**config.mk**
```make
export PLATFORM = sky130hd
export DESIGN_NAME = indexed_sequence_store_unit
export DESIGN_NICKNAME = d
export VERILOG_FILES = /design/src/rtl/iss_pkg.sv /design/src/rtl/iss_ram.sv /design/src/rtl/iss_datapath.sv /design/src/rtl/iss_ctrl.sv /design/src/rtl/indexed_sequence_store_unit.sv
export SDC_FILE = /design/constraint.sdc
export NUM_CORES = 2
export LEC_CHECK = 0
export BUFFER_PORTS_ARGS = -buffer_cell sky130_fd_sc_hd__buf_4
export CAP_MARGIN = 0
export CORE_ASPECT_RATIO = 0.5
export CORE_MARGIN = 3
export CORE_UTILIZATION = 38
export DETAILED_ROUTE_END_ITERATION = 8
export HOLD_SLACK_MARGIN = 0.12
export PLACE_DENSITY_LB_ADDON = 0.3
export SLEW_MARGIN = 40
export SYNTH_ARGS = -nofsm -noshare
export SYNTH_HDL_FRONTEND = slang
export SYNTH_SLANG_ARGS = --single-unit
```
**constraint.sdc**
```tcl
create_clock -name clk -period 8.3 [get_ports clk]
set_clock_uncertainty 0.15 [all_clocks]
set_input_delay 0.83 -clock clk [delete_from_list [all_inputs] [get_ports clk]]
set_output_delay 0.83 -clock clk [all_outputs]
set_load 0.02 [all_outputs]
```
**src/rtl/iss_pkg.sv**
```systemverilog
// Shared types and constants of the indexed sequence store.
`default_nettype none
package iss_pkg;
  localparam logic [2:0] OP_APPEND  = 3'd0;
  localparam logic [2:0] OP_INSERT  = 3'd1;
  localparam logic [2:0] OP_READ    = 3'd2;
  localparam logic [2:0] OP_REMOVE  = 3'd3;
  localparam logic [2:0] OP_CLEAR   = 3'd4;
  localparam logic [2:0] OP_SORT    = 3'd5;
  localparam logic [2:0] OP_REVERSE = 3'd6;
  localparam logic [2:0] OP_LENGTH  = 3'd7;

  localparam logic [1:0] ST_OK    = 2'd0;
  localparam logic [1:0] ST_EMPTY = 2'd1;
  localparam logic [1:0] ST_HIGH  = 2'd2;
  localparam logic [1:0] ST_FULL  = 2'd3;

  // Datapath address-register selects.
  typedef enum logic [2:0] {
    A_HOLD  = 3'd0,
    A_LOAD  = 3'd1,  // a <= b
    A_DEC   = 3'd2,
    A_INC   = 3'd3,
    A_POS   = 3'd4,
    A_ZERO  = 3'd5,
    A_COUNT = 3'd6,
    A_CNTM1 = 3'd7
  } asel_t;

  typedef struct packed {
    asel_t      ia_sel;     // address register i
    asel_t      jb_sel;     // address register j (A_LOAD: j <= i)
    logic       rd_i;       // read address: 1 = i, 0 = j
    logic       wr_en;
    logic       wr_i;       // write address: 1 = i, 0 = j
    logic [1:0] wr_src;     // 0 item value, 1 read data, 2 held value v, 3 held t
    logic       ld_v;       // v <= read data
    logic       ld_t;       // t <= read data
    logic       cnt_inc;
    logic       cnt_dec;
    logic       cnt_clr;
    logic       ld_res;     // capture result
    logic       res_rd;     // result carries read data
  } iss_cmd_t;

  typedef struct packed {
    logic i_gt_pos;     // i > pos
    logic i1_lt_cnt;    // i + 1 < count
    logic j_zero;
    logic i_lt_j;
    logic rd_gt_v;      // read data > v as signed
    logic cnt_zero;
    logic cnt_full;
    logic pos_gt_cnt;
    logic pos_ge_cnt;
    logic cnt_lt2;
  } iss_sts_t;
endpackage
`default_nettype wire

```
**src/rtl/iss_ram.sv**
```systemverilog
// Generic single-port-write, one-read RAM with registered read data.
`default_nettype none
module iss_ram #(
  parameter int WIDTH = 32,
  parameter int DEPTH = 64
) (
  input  wire                      clk,
  input  wire                      we,
  input  wire [$clog2(DEPTH)-1:0]  waddr,
  input  wire [WIDTH-1:0]          wdata,
  input  wire [$clog2(DEPTH)-1:0]  raddr,
  output logic [WIDTH-1:0]         rdata
);
  logic [WIDTH-1:0] mem [DEPTH];
  always_ff @(posedge clk) begin
    if (we) begin
      mem[waddr] <= wdata;
    end
    rdata <= mem[raddr];
  end
endmodule
`default_nettype wire

```
**src/rtl/iss_datapath.sv**
```systemverilog
// Datapath: element memory, address registers, count and result registers.
`default_nettype none
module iss_datapath import iss_pkg::*; #(
  parameter int DEPTH = 64
) (
  input  wire               clk,
  input  wire               rst_n,
  input  wire               in_take,
  input  wire signed [31:0] in_val,
  input  wire [5:0]         in_pos,
  input  iss_cmd_t          cmd,
  input  wire [1:0]         res_st,
  output iss_sts_t          sts,
  output logic [31:0]       res_value,
  output logic [6:0]        res_length,
  output logic [1:0]        res_status
);
  localparam int AW = $clog2(DEPTH);
  localparam int CW = ($clog2(DEPTH + 1) > 7) ? $clog2(DEPTH + 1) : 7;
  // Address registers hold DEPTH as well as any position without truncation.
  logic [CW-1:0] i_r, i_nxt, j_r, j_nxt, cnt_r;
  logic [CW-1:0] pos_r;
  logic [31:0]   val_r, v_r, t_r, rdata, wdata;
  logic [CW-1:0] pos_ext;

  assign pos_ext = CW'(in_pos);

  function automatic logic [CW-1:0] nxt_addr(asel_t s, logic [CW-1:0] cur,
      logic [CW-1:0] other, logic [CW-1:0] p, logic [CW-1:0] c);
    case (s)
      A_HOLD:  return cur;
      A_LOAD:  return other;
      A_DEC:   return cur - CW'(1);
      A_INC:   return cur + CW'(1);
      A_POS:   return p;
      A_ZERO:  return '0;
      A_COUNT: return c;
      A_CNTM1: return c - CW'(1);
      default: return cur;
    endcase
  endfunction

  assign i_nxt = nxt_addr(cmd.ia_sel, i_r, j_r, pos_r, cnt_r);
  assign j_nxt = nxt_addr(cmd.jb_sel, j_r, i_r, pos_r, cnt_r);

  always_ff @(posedge clk) begin
    i_r <= i_nxt;
    j_r <= j_nxt;
    if (in_take) begin
      val_r <= in_val;
      pos_r <= pos_ext;
    end
    if (cmd.ld_v) v_r <= rdata;
    if (cmd.ld_t) t_r <= rdata;
    if (cmd.ld_res) begin
      res_value  <= cmd.res_rd ? rdata : 32'd0;
      res_length <= 7'(cnt_r);
      res_status <= res_st;
    end
  end

  always_ff @(posedge clk) begin
    if (!rst_n) begin
      cnt_r <= '0;
    end else if (cmd.cnt_clr) begin
      cnt_r <= '0;
    end else if (cmd.cnt_inc) begin
      cnt_r <= cnt_r + CW'(1);
    end else if (cmd.cnt_dec) begin
      cnt_r <= cnt_r - CW'(1);
    end
  end

  always_comb begin
    case (cmd.wr_src)
      2'd0:    wdata = val_r;
      2'd1:    wdata = rdata;
      2'd2:    wdata = v_r;
      default: wdata = t_r;
    endcase
  end

  iss_ram #(.WIDTH(32), .DEPTH(DEPTH)) u_ram (
    .clk  (clk),
    .we   (cmd.wr_en),
    .waddr(cmd.wr_i ? i_r[AW-1:0] : j_r[AW-1:0]),
    .wdata(wdata),
    .raddr(cmd.rd_i ? i_r[AW-1:0] : j_r[AW-1:0]),
    .rdata(rdata)
  );

  assign sts.i_gt_pos   = i_r > pos_r;
  assign sts.i1_lt_cnt  = (i_r + CW'(1)) < cnt_r;
  assign sts.j_zero     = j_r == '0;
  assign sts.i_lt_j     = i_r < j_r;
  assign sts.rd_gt_v    = $signed(rdata) > $signed(v_r);
  assign sts.cnt_zero   = cnt_r == '0;
  assign sts.cnt_full   = cnt_r >= CW'(DEPTH);
  assign sts.pos_gt_cnt = pos_r > cnt_r;
  assign sts.pos_ge_cnt = pos_r >= cnt_r;
  assign sts.cnt_lt2    = cnt_r < CW'(2);
endmodule
`default_nettype wire

```
**src/rtl/iss_ctrl.sv**
```systemverilog
// Controller: sequences every operation and its accesses to the element memory.
`default_nettype none
module iss_ctrl import iss_pkg::*; (
  input  wire        clk,
  input  wire        rst_n,
  input  wire        in_take,
  input  wire [2:0]  in_kind,
  input  iss_sts_t   sts,
  input  wire        out_free,
  output logic       busy,
  output logic       res_done,
  output iss_cmd_t   cmd,
  output logic [1:0] res_st
);
  typedef enum logic [13:0] {
    S_IDLE   = 14'b00000000000001,
    S_DISP   = 14'b00000000000010,
    S_SHUP   = 14'b00000000000100,  // insert: read i-1
    S_SHUPW  = 14'b00000000001000,  // shift: read issued, or append write
    S_SHDN   = 14'b00000000010000,  // remove: read i+1
    S_SHDNW  = 14'b00000000100000,
    S_RDW    = 14'b00000001000000,  // read: issue read at pos
    S_SRTV   = 14'b00000010000000,  // sort: next outer index
    S_SRTR   = 14'b00000100000000,  // sort: read e[i]
    S_SRTC   = 14'b00001000000000,  // sort: compare / shift
    S_SRTW   = 14'b00010000000000,  // sort: write the hole
    S_REVA   = 14'b00100000000000,  // reverse: read lo, then hi
    S_REVB   = 14'b01000000000000,
    S_DONE   = 14'b10000000000000
  } state_t;

  state_t     state_r, state_nxt;
  logic [2:0] kind_r;
  logic [1:0] st_r, st_nxt;
  logic [1:0] rev_ph_r, rev_ph_nxt;

  assign busy   = state_r != S_IDLE;
  assign res_st = st_r;

  always_ff @(posedge clk) begin
    if (!rst_n) begin
      state_r  <= S_IDLE;
      st_r     <= ST_OK;
      rev_ph_r <= 2'd0;
    end else begin
      state_r  <= state_nxt;
      st_r     <= st_nxt;
      rev_ph_r <= rev_ph_nxt;
    end
  end

  always_ff @(posedge clk) begin
    if (in_take) kind_r <= in_kind;
  end

  always_comb begin
    state_nxt  = state_r;
    st_nxt     = st_r;
    rev_ph_nxt = rev_ph_r;
    res_done   = 1'b0;
    cmd        = '0;
    cmd.rd_i   = 1'b1;
    cmd.wr_i   = 1'b1;
    case (state_r)
      S_IDLE: begin
        if (in_take) state_nxt = S_DISP;
      end
      S_DISP: begin
        st_nxt    = ST_OK;
        state_nxt = S_DONE;
        case (kind_r)
          OP_APPEND: begin
            if (sts.cnt_full) st_nxt = ST_FULL;
            else begin
              cmd.ia_sel = A_COUNT;
              state_nxt  = S_SHUPW;  // writes item at i = count
            end
          end
          OP_INSERT: begin
            if (sts.pos_gt_cnt) st_nxt = ST_HIGH;
            else if (sts.cnt_full) st_nxt = ST_FULL;
            else begin
              cmd.ia_sel = A_COUNT;
              state_nxt  = S_SHUP;
            end
          end
          OP_READ: begin
            if (sts.cnt_zero) st_nxt = ST_EMPTY;
            else if (sts.pos_ge_cnt) st_nxt = ST_HIGH;
            else begin
              cmd.ia_sel = A_POS;
              state_nxt  = S_RDW;
            end
          end
          OP_REMOVE: begin
            if (sts.cnt_zero) st_nxt = ST_EMPTY;
            else if (sts.pos_ge_cnt) st_nxt = ST_HIGH;
            else begin
              cmd.ia_sel = A_POS;
              state_nxt  = S_SHDN;
            end
          end
          OP_CLEAR: cmd.cnt_clr = 1'b1;
          OP_SORT: begin
            if (!sts.cnt_lt2) begin
              cmd.ia_sel = A_ZERO;
              rev_ph_nxt = 2'd0;
              state_nxt  = S_SRTV;
            end
          end
          OP_REVERSE: begin
            if (!sts.cnt_lt2) begin
              cmd.ia_sel = A_ZERO;
              cmd.jb_sel = A_CNTM1;
              rev_ph_nxt = 2'd0;
              state_nxt  = S_REVA;
            end
          end
          default: ;
        endcase
      end
      S_SHUP: begin
        // Shift e[i-1] to e[i] while i > pos, then drop the item in.
        if (sts.i_gt_pos) begin
          cmd.jb_sel = A_LOAD;
          cmd.ia_sel = A_DEC;   // read address uses i-1 next cycle
          state_nxt  = S_SHUPW;
        end else begin
          cmd.wr_en   = 1'b1;
          cmd.wr_src  = 2'd0;
          cmd.cnt_inc = 1'b1;
          state_nxt   = S_DONE;
        end
      end
      S_SHUPW: begin
        if (kind_r == OP_APPEND) begin
          cmd.wr_en   = 1'b1;
          cmd.wr_src  = 2'd0;
          cmd.cnt_inc = 1'b1;
          state_nxt   = S_DONE;
        end else begin
          // The read of e[i] issued this cycle; j holds the old i.
          state_nxt = S_SHDNW;
        end
      end
      S_SHDN: begin
        // Remove: move e[i+1] to e[i] while i+1 < count.
        if (sts.i1_lt_cnt) begin
          cmd.jb_sel = A_LOAD;
          cmd.ia_sel = A_INC;
          state_nxt  = S_SHUPW;
        end else begin
          cmd.cnt_dec = 1'b1;
          state_nxt   = S_DONE;
        end
      end
      S_SHDNW: begin
        // Read data at i is valid; write it to j.
        cmd.wr_en  = 1'b1;
        cmd.wr_i   = 1'b0;
        cmd.wr_src = 2'd1;
        state_nxt  = (kind_r == OP_INSERT) ? S_SHUP : S_SHDN;
      end
      S_RDW: begin
        // The read of e[pos] is issued here; its data is valid in S_DONE.
        state_nxt = S_DONE;
      end
      S_SRTV: begin
        // Outer loop: i runs from 1; i starts at 0 and increments here.
        cmd.ia_sel = A_INC;
        cmd.jb_sel = A_LOAD;
        if (!sts.i1_lt_cnt) begin
          cmd.ia_sel = A_HOLD;
          cmd.jb_sel = A_HOLD;
          state_nxt  = S_DONE;
        end else begin
          state_nxt = S_SRTR;
        end
      end
      S_SRTR: begin
        // Read e[i] and start with the hole at j = i.
        cmd.jb_sel = A_LOAD;
        state_nxt  = S_SRTC;
      end
      S_SRTC: begin
        cmd.rd_i = 1'b0;
        case (rev_ph_r)
          2'd0: begin
            // e[i] arrives; step j below the hole.
            cmd.ld_v   = 1'b1;
            cmd.jb_sel = A_DEC;
            rev_ph_nxt = 2'd2;
          end
          2'd1: begin
            // j is the hole after a shift.
            if (sts.j_zero) begin
              cmd.wr_en  = 1'b1;
              cmd.wr_i   = 1'b0;
              cmd.wr_src = 2'd2;
              rev_ph_nxt = 2'd0;
              state_nxt  = S_SRTV;
            end else begin
              cmd.jb_sel = A_DEC;
              rev_ph_nxt = 2'd2;
            end
          end
          2'd2: rev_ph_nxt = 2'd3;  // read of e[j] in flight
          default: begin
            // e[j] is valid and the hole is j + 1.
            cmd.jb_sel = A_INC;
            state_nxt  = S_SRTW;
            if (sts.rd_gt_v) begin
              cmd.ld_t   = 1'b1;
              rev_ph_nxt = 2'd1;
            end else begin
              rev_ph_nxt = 2'd0;
            end
          end
        endcase
      end
      S_SRTW: begin
        // Phase 1 moves the larger element up; phase 0 places v.
        cmd.wr_en = 1'b1;
        cmd.wr_i  = 1'b0;
        if (rev_ph_r == 2'd1) begin
          cmd.wr_src = 2'd3;
          cmd.jb_sel = A_DEC;
          state_nxt  = S_SRTC;
        end else begin
          cmd.wr_src = 2'd2;
          state_nxt  = S_SRTV;
        end
      end
      S_REVA: begin
        // Phase 0 reads lo, 1 holds it and reads hi, 2 waits, 3 writes lo.
        case (rev_ph_r)
          2'd0: begin
            if (!sts.i_lt_j) state_nxt = S_DONE;
            else rev_ph_nxt = 2'd1;
          end
          2'd1: begin
            cmd.ld_t   = 1'b1;
            cmd.rd_i   = 1'b0;
            rev_ph_nxt = 2'd2;
          end
          2'd2: begin
            cmd.rd_i   = 1'b0;
            rev_ph_nxt = 2'd3;
          end
          default: begin
            cmd.wr_en  = 1'b1;   // e[lo] <= e[hi]
            cmd.wr_src = 2'd1;
            state_nxt  = S_REVB;
          end
        endcase
      end
      S_REVB: begin
        cmd.wr_en  = 1'b1;       // e[hi] <= old e[lo]
        cmd.wr_i   = 1'b0;
        cmd.wr_src = 2'd3;
        cmd.ia_sel = A_INC;
        cmd.jb_sel = A_DEC;
        rev_ph_nxt = 2'd0;
        state_nxt  = S_REVA;
      end
      S_DONE: begin
        if (out_free) begin
          cmd.ld_res = 1'b1;
          cmd.res_rd = (kind_r == OP_READ) && (st_r == ST_OK);
          res_done   = 1'b1;
          state_nxt  = S_IDLE;
        end
      end
      default: state_nxt = S_IDLE;
    endcase
  end
endmodule
`default_nettype wire

```
**src/rtl/indexed_sequence_store_unit.sv**
```systemverilog
// Top level of the indexed sequence store.
// One operation is taken at a time and answered with exactly one result.
// Length, clear and the failing checks do not touch the memory. Insert and
// remove move one element at a time, reverse swaps one pair at a time, and
// sort runs an insertion sort. A result that is not yet taken holds the next
// one back in its final state. All element traffic goes through one memory
// with one read and one write port and registered read data. No clearing
// pass is needed after reset.
`default_nettype none
module indexed_sequence_store_unit import iss_pkg::*; #(
  parameter int DEPTH = 64
) (
  input  wire         clk,
  input  wire         rst_n,
  input  wire         in_tvalid,
  output logic        in_tready,
  input  wire  [7:0]  in_tuser,   // [2:0] kind
  input  wire  [39:0] in_tdata,   // [31:0] item_value, [37:32] position
  output logic        out_tvalid,
  input  wire         out_tready,
  output logic [47:0] out_tdata   // [31:0] read_value, [38:32] length, [40:39] status
);
  iss_cmd_t    cmd;
  iss_sts_t    sts;
  logic        busy, res_done, take, out_valid_r;
  logic [1:0]  res_st, res_status;
  logic [31:0] res_value;
  logic [6:0]  res_length;

  assign in_tready = !busy;
  assign take      = in_tvalid && in_tready;

  iss_ctrl u_ctrl (
    .clk(clk), .rst_n(rst_n), .in_take(take), .in_kind(in_tuser[2:0]),
    .sts(sts), .out_free(!out_valid_r || out_tready), .busy(busy),
    .res_done(res_done), .cmd(cmd), .res_st(res_st)
  );

  iss_datapath #(.DEPTH(DEPTH)) u_dp (
    .clk(clk), .rst_n(rst_n), .in_take(take),
    .in_val(in_tdata[31:0]), .in_pos(in_tdata[37:32]), .cmd(cmd),
    .res_st(res_st), .sts(sts), .res_value(res_value),
    .res_length(res_length), .res_status(res_status)
  );

  always_ff @(posedge clk) begin
    if (!rst_n) begin
      out_valid_r <= 1'b0;
    end else if (res_done) begin
      out_valid_r <= 1'b1;
    end else if (out_tready) begin
      out_valid_r <= 1'b0;
    end
  end

  assign out_tvalid = out_valid_r;
  assign out_tdata  = {7'd0, res_status, res_length, res_value};

  a_no_take_busy: assert property (@(posedge clk) disable iff (!rst_n)
    busy |-> !take) else $error("item taken while busy");
  a_one_result: assert property (@(posedge clk) disable iff (!rst_n)
    take |=> !res_done) else $error("result without work");
  a_len_bound: assert property (@(posedge clk) disable iff (!rst_n)
    out_valid_r |-> res_length <= 7'(DEPTH)) else $error("length above depth");
endmodule
`default_nettype wire

```
# Word-level counts from Yosys, hierarchy flattened
# Memory sizes are Yosys's and may differ from the RTL's. A register that Yosys moved wholly into a read port is not among the register bits.
# Cells that the tools add are included.
# classes
eq_ne	49
n_lt_le_gt_ge	8
n_addsub	6
div	0
bitwise	1
n_mux	89
multipliers	0
n_reduce_logical	26
shifts	0
# op_table
cell	n
2-to-1 mux 14 bit	17
one-hot mux 14 bit (14 select lines)	1
one-hot mux 7 bit (7 select lines)	2
one-hot mux 32 bit (3 select lines)	1
one-hot mux 14 bit (6 select lines)	1
one-hot mux 14 bit (2 select lines)	2
== test 3 bit, second input constant	11
greater-than comparator 32 bit	1
2-to-1 mux 2 bit	12
2-to-1 mux 1 bit	22
adder 7 x 1 -> 7 bit, second input constant	3
one-hot mux 3 bit (7 select lines)	1
subtractor 7 x 1 -> 7 bit, second input constant	3
== test 3 x 2 -> 1 bit, second input constant	6
2-to-1 mux 3 bit	6
2-to-1 mux 6 bit	3
one-hot mux 2 bit (3 select lines)	3
2-to-1 mux 5 bit	3
one-hot mux 3 bit (5 select lines)	1
== test 14 x 1 -> 1 bit, second input constant	1
== test 14 x 10 -> 1 bit, second input constant	1
== test 14 x 11 -> 1 bit, second input constant	1
== test 14 x 12 -> 1 bit, second input constant	1
== test 14 x 13 -> 1 bit, second input constant	1
46 further kinds	75
# totals
n_memories	1
ramBits	2048
out_inout_bits	50
latchBits	0
reg_bits	186
elab_cells	195
input_bits	52
mem_bits_ro	0
# mem_list
memory	words	word_bits	read_ports	rd_clocked_by_memory_dff	wr	line	source
u_dp.u_ram.mem	64	32	1	1	1	iss_ram.sv:14	logic [WIDTH-1:0] mem [DEPTH];

# Longest topological paths before layout
# depth
depth_word	7
ltp_mapped	15
mapped_depth_nobuf	13

# Hierarchy
# Synthesis repeated with hierarchy kept, for this count alone.
# unflattened
hier_cells	4431
area_unflattened_um2	89577.2
# by_module_without_submodules
module	n_inst	cells_each	seq_area_each_um2	area_each_um2
iss_ram	1	3511	62139.6	79039.6
iss_datapath	1	683	4854.7	8745.9
iss_ctrl	1	223	450.4	1676.6
indexed_sequence_store_unit	1	14	20.0	115.1

# Least setup slack after synthesis
# OpenSTA, ideal clock, no wires.
# synth_path
path_type	reg2reg
startpoint	register u_ctrl.state_r[9]
endpoint	memory u_dp.u_ram.mem[0][0], data pin
stages_incl_launch_ff	11
n_path_buf	3
required_time_ps	7448
arrival_time_ps	5004
slack_ps	2444
setup_ps	702
path_cell_list	dfxtp_1 -> nor4_2 -> nand4_1 -> or3_1 -> nor2_1 -> a21o_1 -> buf_2 -> clkbuf_1 -> buf_1 -> a21oi_1 -> o21ai_0
# synth_between
elab_chain_len	4
# synth_rtl
element	line	source
start: declaration	iss_ctrl.sv:32	state_t state_r, state_nxt;
start signal: assignment	iss_ctrl.sv:46	state_r <= state_nxt;
== test 14 x 13 -> 1 bit, or another cell as far along	iss_ctrl.sv:64	case (state_r)
one-hot mux 2 bit (5 select lines) *	iss_ctrl.sv:64	
== test 2 bit, or another cell as far along	iss_datapath.sv:75	case (cmd.wr_src)
one-hot mux 32 bit (3 select lines) *	iss_datapath.sv:75	
net u_dp.u_ram.wdata[0]	iss_ram.sv:10	input wire [WIDTH-1:0] wdata,
end: declaration	iss_ram.sv:14	
# Mark *: on every way through the listed nets, which the timed path passes. The rest lies on a longest branch.

# Worst setup path after layout
# layout_path
startpoint	register u_ctrl.state_r[9]
endpoint	memory u_dp.u_ram.mem[17][6] (enable)
# layout_between
elab_chain_len	5
# layout_rtl
element	line	source
== test 14 x 6 -> 1 bit, or another cell as far along	iss_ctrl.sv:64	
OR reduction 3 bit (no source line)	-	
one-hot mux 1 bit (5 select lines)	iss_ctrl.sv:64	
2-to-1 mux 1 bit	iss_ram.sv:16	if (we) begin
2-to-1 mux 1 bit (not written as such)	iss_ram.sv:17	mem[waddr] <= wdata;
# Several ways; a longest one is shown, not always the timed one.

==> results.cfg <==
[die]
die_h_um = 350
io_pins = 102
rows = 125
die_w_um = 695
start_util = 0.385
dieArea_um2 = 243000
core-area_um2 = 234000

[synthesis]
ys_ff_latch = 2266
synth_edf_count = 2208
async_flop_share = 0
synth.yosys.seq_area_share = 0.749
ys_types = 74
syn_inst = 7019
synth_area_per_cell_um2 = 12.8
synth-compound-area-share = 0.0283
yosysWarnings = 0
synthFlopType = edfxtp_1
yosys.area_share.simple = 0.183
netlist_area_um2 = 90100
synthAdderAreaFrac = 0.0101
synth_top_family_by_area = simple AND/OR/NAND/NOR gates
synthMuxAreaShare = 0.00383
synthXorXnorAreaFrac = 0.00263

[outcome]
outcome = finished clean

[sta]
fmax_ghz = 0.180
tightest_slew_ns = 0.967
tns_ns = 0
rsz0062_at_grt = false
period_share = 0.668
hold_viol_final = 0
setup-violations-final = 0
setup_slack_ns = 2.76
finalCriticalPeriod_ns = 5.54
maxSlewViolCount = 0
max_slew_margin = 0.356

[clock_tree]
cts_tree = built
cts_resized = 0
clk_latency_ns = 0.86
ctsHoldBuffers = 43
root_buffer = clkbuf_16
htree_levels = 4
cts_buffer_depth = 4
clock-sinks = 2266
numCtsBuffers = 214
post_cts.repair.setup_buffers = 0
clkTransAtPathRegs_ns = 0.06

[global_routing]
grt_usage = 0.210
overflow = 0
grt_first_pass_wirelength_mm = 376
antenna_found_initial = 20
grt_pass1_vias = 53100
grt_start_max_net_pins = 181

[placed_design]
place_congestion = 0.840
portBuffers = 87
dp_hpwl_mm = 138
dp_slack_ns = 2.83

[worst_setup_path]
path_class = flop to flop
r2r_end = u_dp.u_ram.mem[17][6]$_DFFE_PP_
cp_data_required_time_ns = 8.60
start_kind = flop
reg2reg_depth = 11
critPathArrivalTime_ns = 5.84
end_kind = flop
r2r_start = u_ctrl.state_r[9]$_SDFFE_PN0P_
critPathMaxFanout = 63
reg2reg_slack_ns = 2.76

[power]
p_clk_frac = 0.370
swShare = 0.247
power_frac_seq = 0.535
p_comb_frac = 0.096
p_leak_nw = 34.5
p_sw_w = 0.00623
p_per_area_nw_per_um2 = 246
vdd.ir_drop.worst_v = 0.000174
internal_power_w = 0.0190

[final_layout]
finish.utilization = 0.439
final_common_cell = edfxtp_1
syn_to_final_growth_pct = 13.9
layout-drive-gt1-share = 0.0970
num-fill-cells = 21000
nets = 7265
final_cell_mix = edfxtp_1, nand2_1, nand3_1, nand4_1, buf_4

[drt]
routed_wl_mm = 264
vias_per_cell = 5.56
num_vias = 58000
first_pass_iters = 5
drc = 0
drtIter0Drc = 7628
ant_nets = 0
detail_route.wl_per_cell_um = 25.3

[min_path]
hold_start = out_tready
hold_class = primary input to flop
min_delay_worst_endpoint = out_tvalid$_SDFFE_PN0P_
whs_path_depth = 3

[run]
maxCapViolCount = 0
-- synth_stat cells, drive strengths merged, types with 33 or more instances --
library cell	instances	share of area
inv	72	0.0030
nand4	266	0.018
a21oi	77	0.0043
nor3	57	0.0032
edfxtp	2208	0.74
a31oi	43	0.0030
buf	211	0.012
or4	34	0.0028
dfxtp	58	0.013
nand3	1005	0.056
o21ai	87	0.0048
and2	38	0.0026
nor2	117	0.0049
mux2i	33	0.0037
clkbuf	204	0.0085
nand2	2128	0.089
ha	71	0.0099
o22ai	100	0.0069
-- area by class of cell --
cell class	count	area, µm²	share of cell area
repair buffers	315	2910	0.0283
clock buffers	282	5750	0.0560
multi-input cells	4272	21600	0.210
flip-flops and latches	2266	67500	0.657
well taps	3111	3890	0.0379
inverters	72	270	0.00263
diodes	21	52.6	0.000512
clock inverters	95	712	0.00694
-- flip-flops by register name, indices dropped and copies added (netlist names), 2 cells and up --
| register | cells |
|---|---|
| u_dp.cnt_r | 7 |
| u_ctrl.kind_r | 3 |
| u_ctrl.state_r | 14 |
| u_dp.res_status | 2 |
| u_dp.u_ram.mem | 2048 |
| u_ctrl.rev_ph_r | 2 |
| u_dp.v_r | 32 |
| u_dp.j_r | 7 |
| u_dp.u_ram.rdata | 32 |
| u_dp.pos_r | 6 |
| u_dp.val_r | 32 |
| u_dp.res_length | 7 |
| u_dp.i_r | 7 |
| u_dp.res_value | 32 |
| u_ctrl.res_st | 2 |
| u_dp.t_r | 32 |
-- per-layer routing --
metal	wire length (µm)	share of wire	global-route usage
met1	117000	0.44	0.311
met2	119000	0.45	0.328
met3	23100	0.088	0.0318
met4	5020	0.019	0.0444
met5	13	0.000049	0
-- metrics by stage --
stage | power [W] | area [µm²] | hold WS [ns] | cells
after floorplan | 0.0149 | 90100 | 0.282 | 7025
after global placement | 0.0160 | 95100 | 0.340 | 9974
after detailed placement | 0.0160 | 95300 | 0.344 | 9977
after CTS | 0.0253 | 102000 | 0.249 | 10400
after global routing | 0.0259 | 103000 | 0.270 | 10400
final | 0.0252 | 103000 | 0.282 | 10400
-- critical path: stages (launching register included) --
cell	delay, ns
dfxtp_1	0.36
nor4_2	0.50
nand4_1	0.22
or3_1	0.40
nor2_1	0.56
a21o_2	0.17
buf_4	0.57
a21oi_1	0.15
o41a_2	0.41
buf_4	0.31
nor3_2	0.69
buf_4	0.57
-- worst max path at each step --
| stage | start | end | slack (ns) |
|---|---|---|---|
| 4_1_cts | u_ctrl.state_r[9]$_SDFFE_PN0P_ | u_dp.u_ram.mem[17][16]$_DFFE_PP_ | 2.80 |
| 2_1_floorplan | u_ctrl.state_r[9]$_SDFFE_PN0P_ | u_dp.u_ram.mem[0][0]$_DFFE_PP_ | 2.44 |
| 5_1_grt | u_ctrl.state_r[9]$_SDFFE_PN0P_ | u_dp.u_ram.mem[17][18]$_DFFE_PP_ | 2.46 |
| 3_5_place_dp | u_ctrl.state_r[9]$_SDFFE_PN0P_ | u_dp.u_ram.mem[17][2]$_DFFE_PP_ | 2.83 |
| 6_report | u_ctrl.state_r[9]$_SDFFE_PN0P_ | u_dp.u_ram.mem[17][6]$_DFFE_PP_ | 2.76 |
| 3_3_place_gp | u_ctrl.state_r[9]$_SDFFE_PN0P_ | u_dp.u_ram.mem[59][6]$_DFFE_PP_ | 2.74 |
-- logic make-up (layout without fill, tap and decap cells) --
group	after synthesis	in the layout
and+or+nand+nor	3727	3727
DFF	2266	2266
buffers and inverters	487	764
AOI/OAI and AO/OA	405	405
adders and majority gates	72	72
muxes	34	34
xor gates and xnor gates	27	27
other	1	28
-- power by group through the flow --
stage	sequential (W)	combinational, W	clock (W)
finish	0.0135	0.00242	0.00932
global route	0.0135	0.00258	0.00988
CTS	0.0135	0.00234	0.00944
detailed placement	0.0137	0.00232	0
global placement	0.0137	0.00226	0
floorplan	0.0137	0.00120	0
(Power assumes the default switching activity.)
